File: src/rtl/mhpq_pkg.sv
`default_nettype none

package mhpq_pkg;

	// Default number of entries the queue can hold.
	localparam int CAPACITY = 128;

	// Payload widths of the request and response channels.
	localparam int DATA_W   = 32;
	localparam int TOTAL_W  = 8;
	localparam int STATUS_W = 2;

	// Operation codes carried in the request.
	typedef enum logic {
		OP_INSERT = 1'b0,
		OP_REMOVE = 1'b1
	} op_t;

	// Status codes returned with each response.
	typedef enum logic [STATUS_W-1:0] {
		ST_DONE      = 2'd0,
		ST_OVERFLOW  = 2'd1,
		ST_UNDERFLOW = 2'd2
	} status_t;

	// Per-cycle command broadcast to every cell of the chain.
	typedef struct packed {
		logic ins;
		logic rem;
	} cell_ctrl_t;

endpackage

`default_nettype wire

File: src/rtl/mhpq_cell.sv
`default_nettype none

// One slot of the sorted chain. Cell 0 holds the maximum; values fall
// off in non-increasing order toward the tail, and occupied cells form
// a contiguous prefix.
module mhpq_cell (
	input  wire                                clk,
	input  wire                                arst_n,
	input  wire mhpq_pkg::cell_ctrl_t          ctrl,
	input  wire logic signed [mhpq_pkg::DATA_W-1:0] new_value,
	// Neighbor toward the head.
	input  wire logic signed [mhpq_pkg::DATA_W-1:0] left_data,
	input  wire                                left_occ,
	input  wire                                left_take,
	// Neighbor toward the tail.
	input  wire logic signed [mhpq_pkg::DATA_W-1:0] right_data,
	input  wire                                right_occ,
	// Own state and insert decision.
	output logic signed [mhpq_pkg::DATA_W-1:0] data_q,
	output logic                               occ_q,
	output logic                               take
);

	// The new value belongs here if the slot is free or holds a smaller value.
	assign take = !occ_q || (new_value > data_q);

	// Occupancy flag.
	always_ff @(posedge clk or negedge arst_n) begin
		if (!arst_n) begin
			occ_q <= 1'b0;
		end else if (ctrl.rem) begin
			occ_q <= right_occ;
		end else if (ctrl.ins) begin
			if (left_take) begin
				occ_q <= left_occ;
			end else if (take) begin
				occ_q <= 1'b1;
			end
		end
	end

	// Stored value: shifts toward the tail on insert, toward the head on remove.
	always_ff @(posedge clk) begin
		if (ctrl.rem) begin
			data_q <= right_data;
		end else if (ctrl.ins) begin
			if (left_take) begin
				data_q <= left_data;
			end else if (take) begin
				data_q <= new_value;
			end
		end
	end

endmodule

`default_nettype wire
File: config.mk
export PLATFORM = sky130hd
export DESIGN_NAME = mhpq_cell
export DESIGN_NICKNAME = d
export VERILOG_FILES = /design/src/rtl/mhpq_pkg.sv /design/src/rtl/mhpq_cell.sv
export SDC_FILE = /design/constraint.sdc
export NUM_CORES = 1
export LEC_CHECK = 0
export ABC_AREA = 1
export ABC_CLOCK_PERIOD_IN_PS = 3200
export BUFFER_PORTS_ARGS = -buffer_cell sky130_fd_sc_hd__buf_2
export CAP_MARGIN = 20
export CORE_MARGIN = 2
export CORE_UTILIZATION = 45
export DETAILED_ROUTE_END_ITERATION = 8
export GPL_TIMING_DRIVEN = 0
export PLACE_DENSITY = 0.83
export SLEW_MARGIN = 20
export SYNTH_ARGS = -nofsm -noshare
export SYNTH_HDL_FRONTEND = slang
export SYNTH_SLANG_ARGS = --single-unit
File: constraint.sdc
create_clock -name clk -period 3.2 [get_ports clk]
set_clock_uncertainty 0.05 [all_clocks]
set_input_delay 0.48 -clock clk [delete_from_list [all_inputs] [get_ports clk]]
set_output_delay 0.48 -clock clk [all_outputs]
set_load 0.02 [all_outputs]
==> results of run 1 <==
-- state kept, by name, indices dropped and copies added (netlist names) --
| register | cells |
|---|---|
| occ_q | 1 |
| data_q | 32 |
-- metal layers --
| layer | vias to the layer above | track usage |
|---|---|---|
| li1 | 1351 | - |
| met5 | - | 0 |
| met1 | 1152 | 0.259 |
| met4 | 0 | 0.0789 |
| met2 | 85 | 0.405 |
| met3 | 11 | 0.0425 |
-- logic make-up (layout without fill, tap and decap cells) --
kind of cell | Yosys count | count (layout) | share of synthesized area
AND/OR/NAND/NOR | 195 | 195 | 0.328
buffers and inverters | 52 | 196 | 0.0785
flip-flops | 33 | 33 | 0.394
adder cells (fa/ha/maj) | 32 | 32 | 0.160
AO/OA/AOI/OAI | 18 | 18 | 0.0400
-- stage by stage --
step	instance area (um^2)	setup slack, ns	hold WS, ns
floorplan	2500	0.450	0.134
global placement	3270	-0.147	0.206
detailed placement	3270	0.221	0.209
CTS	3360	0.439	0.414
global route	3360	0.225	0.419
finish	3360	0.470	0.415
-- cell usage after synthesis, types with 2 or more instances --
library cell	number	area, um^2
inv_2	2	7.51
nor2_1	11	41.3
buf_1	2	7.51
nand3_1	37	185
edfxtp_1	32	961
ha_1	32	400
clkbuf_1	7	26.3
nand2_2	3	18.8
o21ai_0	3	15.0
nand2_1	136	510
nand4_1	2	12.5
inv_1	40	150
a21oi_1	12	60.1
-- cell type report --
class / instances / area [um^2] / share of cell area
multi-input combinational: 245 / 1320 / 0.393
inverter: 42 / 158 / 0.0469
buffer: 10 / 38.8 / 0.0115
timing repair buffer: 136 / 686 / 0.204
sequential: 33 / 986 / 0.294
clock buffer: 8 / 80.1 / 0.0238
tap: 72 / 90.1 / 0.0268
-- final timing paths --
kind	start	endpoint	slack, ns	depth (start not counted)
max in group asynchronous	arst_n	occ_q	2.55	2
worst max-delay path	data_q[31]	data_q[12]	0.47	14
worst max register to register	data_q[31]	data_q[12]	0.47	14
min in group asynchronous	arst_n	occ_q	0.46	2
worst min-delay path	left_data[19]	data_q[19]	0.42	3
worst min register to register	occ_q	occ_q	0.54	2
-- critical path, cell delays in order (launching register included) --
cell and delay, ns:
edfxtp_1 0.35, inv_1 0.04, ha_1 0.32, nand2_1 0.10, nor2_2 0.14, nand2_2 0.08, nor3b_2 0.25, nand2_1 0.10
nand2_1 0.06, nand2_1 0.04, nand2_1 0.06, nand2_2 0.08, nand3_2 0.08, nand2_2 0.06, inv_2 0.52
-- power groups by stage --
stage / clock (mW) / combinational (mW) / sequential [mW]
3_5_place_dp: 0 / 0.454 / 0.575
6_report: 0.310 / 0.454 / 0.567
2_1_floorplan: 0 / 0.213 / 0.641
3_3_place_gp: 0 / 0.440 / 0.574
5_1_grt: 0.329 / 0.515 / 0.572
4_1_cts: 0.314 / 0.460 / 0.566
==> impl_metrics.env, run 1 <==
export IMPL_status="complete, no violations"
export IMPL_worst_setup_path_start_kind="flip-flop"
export IMPL_finalHoldViolations=0
export IMPL_synth_warnings=0
export IMPL_dr_max_layer_used="met4"
export IMPL_cts_resized=0
export IMPL_synth_area_mm2=0.00250
export IMPL_grt_pass1_wl_um=10800
export IMPL_total_power_mw=1.33
export IMPL_dp_hpwl_um=5280
export IMPL_fin_crit_ns=2.73
export IMPL_antenna_found_initial=0
export IMPL_utilization=0.617
export IMPL_grt_use_total=0.223
export IMPL_n_antenna_cell=0
export IMPL_max_slew_margin=0.524
export IMPL_p_clk_frac=0.233
export IMPL_fp_dieW_um=78.6
export IMPL_gp_congestion=0.832
export IMPL_clk_path_buf_depth=2
export IMPL_swShare=0.342
export IMPL_maxCapViolCount=0
export IMPL_cts_sinks=33
export IMPL_required_ns=3.07
export IMPL_cts_buffers=5
export IMPL_synth_seq_cells=33
export IMPL_n_fill_cell=495
export IMPL_hold_path_class="input pin to flip-flop"
export IMPL_htreeDepth=2
export IMPL_path_max_fanout=32
export IMPL_criticalPathCategory="flip-flop to flip-flop"
export IMPL_seqPwrFrac=0.426
export IMPL_post_drt_wl_per_cell_um=12.3
export IMPL_slew_violations=0
export IMPL_wl_met2_um=3550
export IMPL_drtIter0Drc=85
export IMPL_peakVddDrop_mv=0.268
export IMPL_vias_per_cell=4.76
export IMPL_dpl_cell_count=537
export IMPL_cts_root_buffer="clkbuf_8"
export IMPL_ios=137
export IMPL_routed_wirelength_um=6740
export IMPL_grt_max_degree=33
export IMPL_avgSynthCellArea_um2=7.58
export IMPL_grt_overflow=0
export IMPL_fin_setup_tns_ns=0
export IMPL_portBuffers=135
export IMPL_cp_arrival_ns=2.60
export IMPL_cts_tree="built"
export IMPL_vias=2599
export IMPL_setup_violations=0
export IMPL_leakagePower_nw=1.84
export IMPL_wl_met1_um=2750
export IMPL_p_int_mw=0.875
export IMPL_synth_edf_count=32
export IMPL_cts_setup_buffers=0
export IMPL_holdBufCountCts=1
export IMPL_clkTransAtPathRegs_ns=0.07
export IMPL_drc=0
export IMPL_synth_seq_area_share=0.394
export IMPL_nNetsFinal=608
export IMPL_first_pass_iters=4
export IMPL_grt_pass1_vias=2546
export IMPL_start_util=0.460
export IMPL_synth_cell_types=24
export IMPL_power_density_mw_per_mm2=396
export IMPL_async_flop_share=0.0303
export IMPL_tightest_slew_ns=0.713
export IMPL_core_area_mm2=0.00544
export IMPL_max_freq_mhz=366
export IMPL_drtAntennaViolNets=0
export IMPL_combPwrFrac=0.341
export IMPL_row_count=27
export IMPL_p_sw_mw=0.455
export IMPL_syn_instance_count=330
export IMPL_layout_cells_most_common_list="buf_2, nand2_1, inv_1, nand3_1"
export IMPL_yosys_most_used_dff="edfxtp_1"
export IMPL_die_y_um=78.6
export IMPL_finalCritPeriodShare=0.853
export IMPL_area_growth_pct=34.2
export IMPL_met3WireLength_um=331
export IMPL_instances_no_fill=546
export IMPL_drive_above_1_share=0.325
export IMPL_fp_dieArea_mm2=0.00617
export IMPL_crit_path_end_kind="flip-flop"
export IMPL_syn_nets=465
export IMPL_rsz0062_at_grt="no"
export IMPL_worstSkewPairLatency_ns=0.29
Note: power is estimated with default switching activity, not from simulation.
==> run 2, diff against run 1 <==
--- a/config.mk
+++ b/config.mk
@@ -5,15 +5,16 @@
 export SDC_FILE = /design/constraint.sdc
 export NUM_CORES = 1
 export LEC_CHECK = 0
-export ABC_AREA = 1
+export ABC_AREA = 0
 export ABC_CLOCK_PERIOD_IN_PS = 3200
 export BUFFER_PORTS_ARGS = -buffer_cell sky130_fd_sc_hd__buf_2
 export CAP_MARGIN = 20
 export CORE_MARGIN = 2
-export CORE_UTILIZATION = 45
+export CORE_UTILIZATION = 46
 export DETAILED_ROUTE_END_ITERATION = 8
 export GPL_TIMING_DRIVEN = 0
-export PLACE_DENSITY = 0.83
+export PLACE_DENSITY = 0.84
+export REMOVE_ABC_BUFFERS = 1
 export SLEW_MARGIN = 20
 export SYNTH_ARGS = -nofsm -noshare
 export SYNTH_HDL_FRONTEND = slang
==> run 2 against run 1 <==
Net effect: clock-buffer cell count decreased by 3; global-route usage decreased by 1.7 points; synthesized area increased by 1.7%; critical endpoint is now take; highest routed layer unchanged.
==> impl_metrics.env, run 2 <==
export IMPL_first_pass_iters=4
export IMPL_clk_path_buf_depth=2
export IMPL_holdBufCountCts=1
export IMPL_cts_setup_buffers=0
export IMPL_n_antenna_cell=0
export IMPL_hold_ws_ns=0.357
export IMPL_max_slew_margin=0.328
export IMPL_largest_register_ff_count=32
export IMPL_synth_seq_cells=33
export IMPL_fp_dieArea_mm2=0.00615
export IMPL_post_drt_wl_per_cell_um=13.1
export IMPL_critPathMaxStageDelay_ns=0.39
export IMPL_ios=137
export IMPL_regToRegStartpoint="data_q[27]"
export IMPL_pre_cts_ws_ns=0.187
export IMPL_die_y_um=78.4
export IMPL_synth_cell_types=34
export IMPL_cts_resized=0
export IMPL_yosysTopAreaCellShare=0.377
export IMPL_worstSkewPairLatency_ns=0.28
export IMPL_grt_pass1_vias=2347
export IMPL_critPathLaunch="data_q[27]"
export IMPL_vias=2410
export IMPL_slew_violations=0
export IMPL_drive_above_1_share=0.383
export IMPL_cp_arrival_ns=2.28
export IMPL_portBuffers=136
export IMPL_crit_path_cell_trace="inv_1 > ha_1 > nand4_1 > nor4_4 > and2b_1 > o31a_2 > a21oi_1 > a2bb2oi_2 > buf_2"
export IMPL_utilization=0.626
export IMPL_syn_instance_count=265
export IMPL_ys_top_cells_by_area="edfxtp_1, ha_1, mux2i_1, o21ai_0, nand2_1"
export IMPL_synth_largest_area_cell="edfxtp_1"
export IMPL_ys_top_cells_by_count="nand2_1, o21ai_0, inv_1"
export IMPL_drtIter0Drc=55
export IMPL_cts_sinks=33
export IMPL_synth_area_mm2=0.00255
export IMPL_finalWorstSetupSlack_ns=0.392
export IMPL_tightest_slew_ns=1.01
export IMPL_max_freq_mhz=356
export IMPL_dp_hpwl_um=4950
export IMPL_grt_max_degree=69
export IMPL_crit_path_end_kind="output port"
export IMPL_setup_violations=0
export IMPL_row_count=27
export IMPL_grt_use_total=0.206
export IMPL_synth_warnings=0
export IMPL_drc=0
export IMPL_status="complete, no violations"
export IMPL_synth_edf_count=32
export IMPL_routed_wirelength_um=6180
export IMPL_path_max_fanout=4
export IMPL_rsz0062_at_grt="no"
export IMPL_antenna_found_initial=0
export IMPL_worst_setup_path_start_kind="flip-flop"
export IMPL_htreeDepth=2
export IMPL_hold_path_class="input pin to flip-flop"
export IMPL_fin_setup_tns_ns=0
export IMPL_vias_per_cell=5.11
export IMPL_clkTransAtPathRegs_ns=0.07
export IMPL_nNetsFinal=534
export IMPL_top_register="data_q"
export IMPL_finalHoldViolations=0
export IMPL_layout_cells_most_common_list="buf_2, nand2_1, o21ai_0, inv_1"
export IMPL_leakagePower_nw=1.78
export IMPL_cts_root_buffer="clkbuf_8"
export IMPL_finalCritPeriodShare=0.877
export IMPL_criticalPathCategory="flip-flop to output port"
export IMPL_synth_seq_area_share=0.387
export IMPL_crit_slowest_cell="nor4_4"
export IMPL_cts_tree="built"
export IMPL_hold_start="right_occ"
export IMPL_core_area_mm2=0.00544
export IMPL_grt_pass1_wl_um=10000
export IMPL_reg_top3="data_q: 32 flops, occ_q: 1 flops"
export IMPL_avgSynthCellArea_um2=9.61
export IMPL_cts_buffers=5
export IMPL_async_flop_share=0.0303
export IMPL_maxCapViolCount=0
export IMPL_required_ns=2.67
export IMPL_grt_overflow=0
export IMPL_layout_commonest_cell="buf_2"
export IMPL_fin_crit_ns=2.81
export IMPL_peakVddDrop_mv=0.210
export IMPL_gp_congestion=0.743
export IMPL_power_density_mw_per_mm2=382
export IMPL_drtAntennaViolNets=0
export IMPL_yosysMostFrequentCell="nand2_1"
export IMPL_n_fill_cell=482
export IMPL_start_util=0.468
export IMPL_yosys_most_used_dff="edfxtp_1"
export IMPL_area_growth_pct=33.7
export IMPL_fp_dieW_um=78.4
run 2: cell families (layout without fill, tap and decap cells):
| family | count (synthesis) | count (layout) | synth area share |
|---|---|---|---|
| compound gates | 62 | 62 | 0.143 |
| simple gates | 62 | 62 | 0.120 |
| buf+inv | 44 | 179 | 0.0663 |
| flops | 33 | 33 | 0.387 |
| fa+ha+maj | 32 | 32 | 0.157 |
| mux | 32 | 32 | 0.126 |
run 2: layout make-up:
class                      instances  area [um^2]  share of cell area
timing repair buffer             138          718               0.211
clock buffer                       5         68.8              0.0202
tap                               72         90.1              0.0265
sequential                        33          986               0.290
multi-input combinational        188         1400               0.411
clock inverter                     3         17.5             0.00515
inverter                          33          124              0.0364
run 2: metrics by stage:
step	cells	area [um^2]	power, mW
floorplan	254	2500	0.810
global placement	462	3270	0.975
detailed placement	463	3310	1.00
CTS	472	3400	1.31
global route	472	3400	1.38
finish	472	3400	1.30
run 2: routing by layer:
metal  vias up  global-route usage  share of wire
li1       1226                   -              -
met1      1082               0.229           0.41
met2        92               0.384           0.51
met3        10              0.0471          0.056
met4         0              0.0684          0.018
met5         -                   0              0
run 2: final timing paths:
kind / endpoint / slack [ns] / depth (start not counted)
max: take / 0.39 / 9
min: occ_q / 0.36 / 3
max reg2reg: data_q[20] / 0.46 / 9
min reg2reg: occ_q / 0.65 / 2
max in group asynchronous: occ_q / 2.54 / 2
min in group asynchronous: occ_q / 0.47 / 2
run 2: worst max-delay path: cells and delay by family, from the launching register on:
family,cells,cell delay [ns]
and+or+nand+nor,3,0.77
buffers and inverters,2,0.23
AOI/OAI and AO/OA,3,0.33
adders and majority gates,1,0.31
DFF,1,0.35
run 2: where the power goes:
part | internal [mW] | total [mW] | leakage [nW] | switching [mW]
Sequential | 0.533 | 0.556 | 0.342 | 0.0226
Combinational | 0.185 | 0.431 | 1.40 | 0.246
Clock | 0.150 | 0.311 | 0.0439 | 0.161
==> run 3, diff against run 2 <==
--- a/config.mk
+++ b/config.mk
@@ -9,6 +9,7 @@
 export ABC_CLOCK_PERIOD_IN_PS = 3200
 export BUFFER_PORTS_ARGS = -buffer_cell sky130_fd_sc_hd__buf_2
 export CAP_MARGIN = 20
+export CORE_ASPECT_RATIO = 1.1
 export CORE_MARGIN = 2
 export CORE_UTILIZATION = 46
 export DETAILED_ROUTE_END_ITERATION = 8
==> run 3 against run 2 <==
Net effect: final area decreased by 0.18%; combinational power about the same; clock power decreased by 6.8%; total power decreased by 1.6%; first-iteration DRC count increased by 47%; fmax increased by 0.95%; die area about the same; highest routed layer unchanged.
==> impl_metrics.env, run 3 (synthesis results as in run 2) <==
export IMPL_status="complete, no violations"
export IMPL_worstSkewPairLatency_ns=0.28
export IMPL_nNetsFinal=534
export IMPL_setup_violations=0
export IMPL_start_util=0.475
export IMPL_post_drt_wl_per_cell_um=12.8
export IMPL_htreeDepth=2
export IMPL_max_slew_margin=0.342
export IMPL_n_antenna_cell=0
export IMPL_clkTransAtPathRegs_ns=0.07
export IMPL_vias=2390
export IMPL_drive_above_1_share=0.376
export IMPL_fin_crit_ns=2.78
export IMPL_layout_commonest_cell="buf_2"
export IMPL_crit_path_end_kind="output port"
export IMPL_area_growth_pct=33.4
export IMPL_drtAntennaViolNets=0
export IMPL_maxCapViolCount=0
export IMPL_top_register="data_q"
export IMPL_first_pass_iters=4
export IMPL_fp_dieArea_mm2=0.00615
export IMPL_core_area_mm2=0.00536
export IMPL_ios=137
export IMPL_max_freq_mhz=360
export IMPL_drtIter0Drc=81
export IMPL_die_y_um=82.0
export IMPL_gp_congestion=0.773
export IMPL_dpl_cell_count=466
export IMPL_cp_arrival_ns=2.25
export IMPL_vias_per_cell=5.04
export IMPL_routed_wirelength_um=6090
export IMPL_antenna_found_initial=0
export IMPL_peakVddDrop_mv=0.241
export IMPL_cts_buffers=5
export IMPL_required_ns=2.67
export IMPL_ff_latch_area_um2=986
export IMPL_hold_ws_ns=0.360
export IMPL_grt_pass1_vias=2326
export IMPL_worst_setup_path_start_kind="flip-flop"
export IMPL_leakagePower_nw=1.78
export IMPL_ff2ff_setup_slack_ns=0.45
export IMPL_finalCritPeriodShare=0.869
export IMPL_grt_pass1_wl_um=9720
export IMPL_reg_top3="data_q: 32 flops, occ_q: 1 flops"
export IMPL_drc=0
export IMPL_grt_overflow=0
export IMPL_fp_dieW_um=74.9
export IMPL_cts_tree="built"
export IMPL_criticalPathCategory="flip-flop to output port"
export IMPL_grt_use_total=0.205
export IMPL_slew_violations=0
export IMPL_finalHoldViolations=0
export IMPL_n_fill_cell=461
export IMPL_largest_register_ff_count=32
export IMPL_rsz0062_at_grt="no"
export IMPL_cts_root_buffer="clkbuf_8"
export IMPL_cts_setup_buffers=0
export IMPL_path_max_fanout=4
export IMPL_power_density_mw_per_mm2=376
export IMPL_multi_input_area_mm2=0.00140
export IMPL_instances_no_fill=474
export IMPL_tightest_slew_ns=0.987
export IMPL_clk_path_buf_depth=2
export IMPL_cts_sinks=33
export IMPL_grt_max_degree=69
export IMPL_hold_path_class="input pin to flip-flop"
export IMPL_portBuffers=136
export IMPL_row_count=28
export IMPL_dp_hpwl_um=4960
export IMPL_layout_cells_most_common_list="buf_2, nand2_1, o21ai_0, inv_1"
-- run 3: cell types whose count changed in the layout (fill, tap and decap cells not counted), sizes merged --
cell,before,now
clkbuf,5,6
clkinv,2,1
clkinvlp,1,0
-- run 3: cell type report --
cell class,count,area share
clock buffer,6,0.0214
clock inverter,1,0.00110
inverter,33,0.0365
multi-input combinational,188,0.412
sequential,33,0.290
tap,75,0.0276
timing repair buffer,138,0.211
-- run 3: worst max-delay path: stages, from the launching register on --
cell and delay, ns:
edfxtp_1 0.35, inv_1 0.05, ha_1 0.33, nand4_2 0.19
nor4_4 0.38, and2b_1 0.17, o31a_2 0.14, a21oi_1 0.05
a2bb2oi_2 0.14, buf_2 0.18
-- run 3: power by group --
part / total (mW) / internal (mW) / switching, mW
Clock: 0.290 / 0.147 / 0.144
Sequential: 0.556 / 0.534 / 0.0221
Combinational: 0.431 / 0.185 / 0.246
Total: 1.28 / 0.865 / 0.412
-- run 3: timing repair --
| item | 4_1_cts | 5_1_grt |
|---|---|---|
| gates resized for setup | 0 | 0 |
| hold buffers | 1 | 0 |
| hold endpoints to repair | 1 | 0 |
-- run 3: stage by stage --
step | setup slack (ns) | power (mW) | area (um^2) | utilization | TNS (ns)
final | 0.419 | 1.28 | 3400 | 0.634 | 0
after global routing | 0.124 | 1.37 | 3400 | 0.634 | 0
after CTS | 0.364 | 1.29 | 3400 | 0.634 | 0
after detailed placement | 0.210 | 1.00 | 3310 | 0.618 | 0
after global placement | -1.25 | 0.976 | 3280 | 0.611 | -40.05
after floorplan | -0.321 | 0.810 | 2500 | - | -10.27
-- run 3: final timing paths --
kind	start	to	cells past startpoint
hold reg to reg	occ_q	occ_q	2
hold / removal	right_occ	occ_q	3
min in group asynchronous	arst_n	occ_q	2
setup / recovery	data_q[31]	take	9
max in group asynchronous	arst_n	occ_q	2
setup reg to reg	data_q[23]	data_q[29]	9
-- run 3: metal layers --
layer	GRT usage	vias up	routed length (um)
met4	0.0661	0	57
met3	0.0417	9	371
li1	-	1220	-
met1	0.227	1076	2460
met2	0.385	85	3190
met5	0	-	0
